**src/design/queue_from_two_stacks_core_assert.svh**
```systemverilog
// ----------------------------------------------------------------------------
// queue_from_two_stacks_core assertion macros
// Concurrent assertion wrappers on i_clk, disabled while i_rst_n is low.
// ----------------------------------------------------------------------------
`ifndef QUEUE_FROM_TWO_STACKS_CORE_ASSERT_SVH
`define QUEUE_FROM_TWO_STACKS_CORE_ASSERT_SVH

// same-cycle implication
`define QFTS_ASSERT_NOW(lbl, ante, cons, msg) \
    lbl: assert property (@(posedge i_clk) disable iff (!i_rst_n) \
        (ante) |-> (cons)) else $error(msg);

// next-cycle implication
`define QFTS_ASSERT_NEXT(lbl, ante, cons, msg) \
    lbl: assert property (@(posedge i_clk) disable iff (!i_rst_n) \
        (ante) |=> (cons)) else $error(msg);

`endif

```
**src/design/qfts_ram.sv**
```systemverilog
// ----------------------------------------------------------------------------
// qfts_ram
// Simple dual-port RAM: one write port, one read port, registered read data.
// ----------------------------------------------------------------------------
module qfts_ram #(
    parameter int WIDTH = 32,
    parameter int DEPTH = 128
) (
    input  logic                     i_clk,
    input  logic                     i_we,
    input  logic [$clog2(DEPTH)-1:0] i_waddr,
    input  logic [WIDTH-1:0]         i_wdata,
    input  logic [$clog2(DEPTH)-1:0] i_raddr,
    output logic [WIDTH-1:0]         o_rdata
);

    logic [WIDTH-1:0] r_mem [DEPTH];
    logic [WIDTH-1:0] r_rdata;

    always_ff @(posedge i_clk) begin
        if (i_we) begin
            r_mem[i_waddr] <= i_wdata;
        end
        r_rdata <= r_mem[i_raddr];
    end

    assign o_rdata = r_rdata;

endmodule

```
**config.mk**
```make
export PLATFORM = sky130hd
export DESIGN_NAME = qfts_ram
export DESIGN_NICKNAME = d
export VERILOG_FILES = /design/src/design/queue_from_two_stacks_core_assert.svh /design/src/design/qfts_ram.sv
export SDC_FILE = /design/constraint.sdc
export NUM_CORES = 2
export LEC_CHECK = 0
export BUFFER_PORTS_ARGS = -buffer_cell sky130_fd_sc_hd__buf_2
export CORE_MARGIN = 2
export CORE_UTILIZATION = 57
export DETAILED_ROUTE_END_ITERATION = 6
export PLACE_DENSITY = 0.82
export SETUP_SLACK_MARGIN = 0.5
export SYNTH_ARGS = -nofsm -noshare
export SYNTH_HDL_FRONTEND = slang
export SYNTH_SLANG_ARGS = --single-unit
```
**constraint.sdc**
```tcl
create_clock -name i_clk -period 2.9 [get_ports i_clk]
set_input_delay 0 -clock i_clk [delete_from_list [all_inputs] [get_ports i_clk]]
set_output_delay 0 -clock i_clk [all_outputs]
set_load 0.005 [all_outputs]
```
Yosys cells after proc, flatten, opt, wreduce, memory -nomap -nowiden --
Memory sizes are Yosys's and may differ from the RTL's. A register that Yosys moved wholly into a read port is not among the register bits. Index checks and enable logic that the tools add are counted. W data, S select, Z words.
Operators by class: muxes and demuxes 2
Operators by type and width (number):
- $mux W1 | 2
Storage, ports and cells: memories 1, logic and storage cells 3, register bits after elaboration 0, bits of input ports 48, output and inout port bits 32, bits in writable memories 4096
Memories:
- r_mem | depth 128, bits a word 32, read ports 1, clocked after Yosys merged registers in 1, wr ports 1, line qfts_ram.sv:17 | logic [WIDTH-1:0] r_mem [DEPTH];

Logic depth before layout (Yosys ltp) --
depth in word-level cells 2, gate-level depth with buffers 8, mapped depth without buffers 4

Worst setup path before layout --
Ideal clock, no wire load.
path kind input port to flip-flop, start in i_we, end mem r_mem[98][0] (enable), required time 2439 ps, data arrival time 2778 ps, cell stages on the path 3, library setup time 461 ps, path slack -339 ps, cell sequence clkbuf_1 -> nand4_1 -> nor3_1
Between the ends: word-level cells in the longest chain between the ends 2
Ends and longest elaborated chain:
- start, declared | line qfts_ram.sv:10 | input logic i_we,
- $mux W1 | line qfts_ram.sv:21 | if (i_we) begin
- $mux W1 (not written as such) | line qfts_ram.sv:22 | r_mem[i_waddr] <= i_wdata;
- end, declared | line qfts_ram.sv:17
No other way between the ends.

==> metrics.csv <==
stage;metric;value;unit
critical_path;Required @ worst endpoint;3.68;ns
critical_path;Crit-path slowest cell;mux4_2;
sta;final setup fails;0;
power_and_ir_drop;leak pwr;55.64;nW
global_routing;initial antenna violation count;59;
clock_network;H-tree depth;5;
place;Post-DP HPWL;236.6;mm
critical_path;CP arrival;3.62;ns
global_routing;vias in the first global route;79790;
route;DR DRC count;1;
sta;f_max;352.3;MHz
yosys;Post-Syn Area per Cell;26.09;um^2
route;First-pass DRT Iterations;7;
place;Port Buffers;79;
global_routing;GRT overflow;0;
sta;Hold Slack;0.08510;ns
yosys;Synth Instances;5990;
yosys;syn nets;6038;
cells_and_area;fin cells;10560;
floorplan;Initial Util;57.21;%
global_routing;largest net degree at the start of global routing;129;
clock_network;maximum clock path buffer count;4;
global_routing;Total GRT Usage;35.38;%
run;Max-cap violations;0;
route;Via density;7.737;
yosys;most frequent cell after synthesis;edfxtp_1;
cells_and_area;area grow syn2layout;15.16;%
power_and_ir_drop;VDD IR-drop max;0.0006060;V
cells_and_area;footprint of the multi-input gates;32430;um^2
yosys;post-synth top area cell;edfxtp_1;
critical_path;CP peak stage delay;0.65;ns
yosys;number of synthesized flops with an enable pin;4096;
sta;crit share post-route;97.87;%
yosys;fraction of registers with async set/reset;0;%
route;DR vias;81670;
sta;clk_skew;0.04477;ns
yosys;Primary FF master, synth;edfxtp_1;
sta;Setup TNS Final;0;ns
clock_network;TritonCTS Buffers;378;
min_path;Min-Delay Path Depth;2;
yosys;top-area cell type share of the netlist area;78.71;%
yosys;Ys Warns;0;
place;gp weighted congestion;0.8471;
floorplan;row count;192;
cells_and_area;total area of sequential cells;123600;um^2
clock_network;CTS tree;yes;
route;Initial DRC Count;16940;
clock_network;postcts setup bufs;0;
clock_network;clock insertion delay at the later pin of the skew report;0.92;ns
cells_and_area;share of layout cells above drive strength 1;37.20;%
yosys;flops & latches, synth;4128;
power_and_ir_drop;PwrDens;693.2;nW/um^2
cells_and_area;Layout Utilization;65.89;%
yosys;distinct cell type count after synthesis;17;
floorplan;chip height;527.6;um
critical_path;crit path cell chain;mux4_2 > mux4_2 > mux4_2 > mux2_4;
floorplan;die area;278400;um^2
run_status;failing checks;design-rule violations;
route;drt total wl;490.9;mm
yosys;Synth area leaders;edfxtp_1 79%, mux4_2 19%, clkbuf_1 0.44%, dfxtp_1 0.41%, nor2_1 0.29%;
route;DR WL/cell;46.50;um
critical_path;cell repeated most along the worst path;mux4_2;
cells_and_area;Post-layout nets;6683;
sta;Slew Limit Fails;0;
floorplan;core area;273100;um^2
place;placed instance count;9802;
yosys;post-synthesis cell area;156300;um^2
run_status;status;complete, but fails checks;
clock_network;CTS Root Cell;clkbuf_16;
yosys;sequential area share after synthesis;79.12;%
floorplan;die span in x;527.6;um
clock_network;CTS Sinks;4128;
clock_network;clk slew on worst S/H paths;0.07;ns
sta;Final Critical Period;2.838;ns
route;antenna viol nets, final;0;
critical_path;crit path capture type;flip-flop;
sta;Slew @ Worst Pin;1.436;ns
sta;Slew headroom;4.294;%
sta;final hold vios;0;
critical_path;Reg2Reg Depth;4;
cells_and_area;Filler Cell Count;14590;
sta;RSZ-0062 raised after global routing;yes;
yosys;most frequent cells after synthesis;4,096 x edfxtp_1, 1,344 x mux4_2, 182 x clkbuf_1, 122 x nor2_1, 79 x buf_2;
min_path;Worst Hold Class;in2reg;
critical_path;CP Launch Type;flip-flop;
global_routing;global-route wire length before repair;673.5;mm
critical_path;worst-path fanout max;2;
floorplan;Boundary Pins;80;
critical_path;Setup CP Type;reg2reg;
metrics by stage:
step                cell area [um^2]  worst slack, ns  total power, W
CTS                           179900           0.1467          0.1245
finish                        180000          0.06182          0.1248
global route                  179900           0.1323          0.1266
global placement              167200          -0.1970         0.07358
detailed placement            167200          -0.2817         0.07392
floorplan                     156600          -0.3386         0.07046
layout make-up:
class                   instances  share of cell area, %
clock inverters               219                  1.203
multi-input cells            1546                  18.02
clock buffers                 465                  5.559
diodes                         28                0.03893
flip-flops and latches       4128                  68.70
well taps                    3589                  2.495
repair buffers                581                  3.988
logic make-up after synthesis:
group / Yosys count / synth area share (%)
DFF: 4128 / 79.12
muxes: 1376 / 19.60
and+or+nand+nor: 170 / 0.4460
buffers and inverters: 316 / 0.8391
report_power, final:
group,internal [W],leakage (nW),switching (W)
combinational,0.00283,12.6,0.00439
clock,0.0282,5.92,0.0232
sequential,0.0658,37.1,0.000297
total,0.0968,55.6,0.0279
routing by layer:
| metal | wire [um] | vias up | GRT usage [%] |
|---|---|---|---|
| li1 | - | 27660 | - |
| met1 | 148000 | 42280 | 45.06 |
| met2 | 233700 | 9847 | 55.41 |
| met3 | 73550 | 1850 | 9.747 |
| met4 | 35290 | 40 | 20.40 |
| met5 | 325 | - | 0 |
worst max-delay path: cells and delay by family, from the launching register on:
kind / cells / cell delay [ns]
flops: 1 / 0.56
mux: 4 / 2.14
what timing repair did:
| item | CTS | global route |
|---|---|---|
| hold buffers | 42 | 0 |
| resized for setup | 24 | 4 |
| cloned | 0 | 0 |
| pin swaps | 0 | 0 |
| endpoints found under the hold margin | 3428 | 0 |
| setup endpoints to repair | 32 | 48 |
flip-flops by register name (all words and copies together) (netlist names):
register / flops
o_rdata: 32
r_mem: 4096
path summary, 6_finish.rpt:
check	startpoint	endpoint	slack (ns)
max	r_mem[10][3]$_DFFE_PP_	o_rdata[3]$_DFF_P_	0.06
min	i_wdata[13]	r_mem[21][13]$_DFFE_PP_	0.09
min reg2reg	r_mem[91][12]$_DFFE_PP_	o_rdata[12]$_DFF_P_	1.17
max reg2reg	r_mem[10][3]$_DFFE_PP_	o_rdata[3]$_DFF_P_	0.06
layout by cell type, fill, tap and decap left out, types with 4 or more instances in the layout:
cell           instances
clkinv_1              78
buf_4                272
dlygate4sd3_1         42
buf_2                 41
clkinv_2              66
nand2_1               13
clkbuf_1              73
mux2_4                27
clkinv_8               6
inv_6                  6
bufinv_16             40
nand3_1                8
nor2b_1                7
buf_12               223
nand3_2                4
mux4_2              1344
mux2_2                 5
clkinvlp_4            18
clkbuf_8               7
dfxtp_1               32
edfxtp_1            4096
diode_2               28
clkinv_4               4
clkbuf_16            385
nor2_4               119
nor3_4                 6
Power figures use the tool's default switching activity.
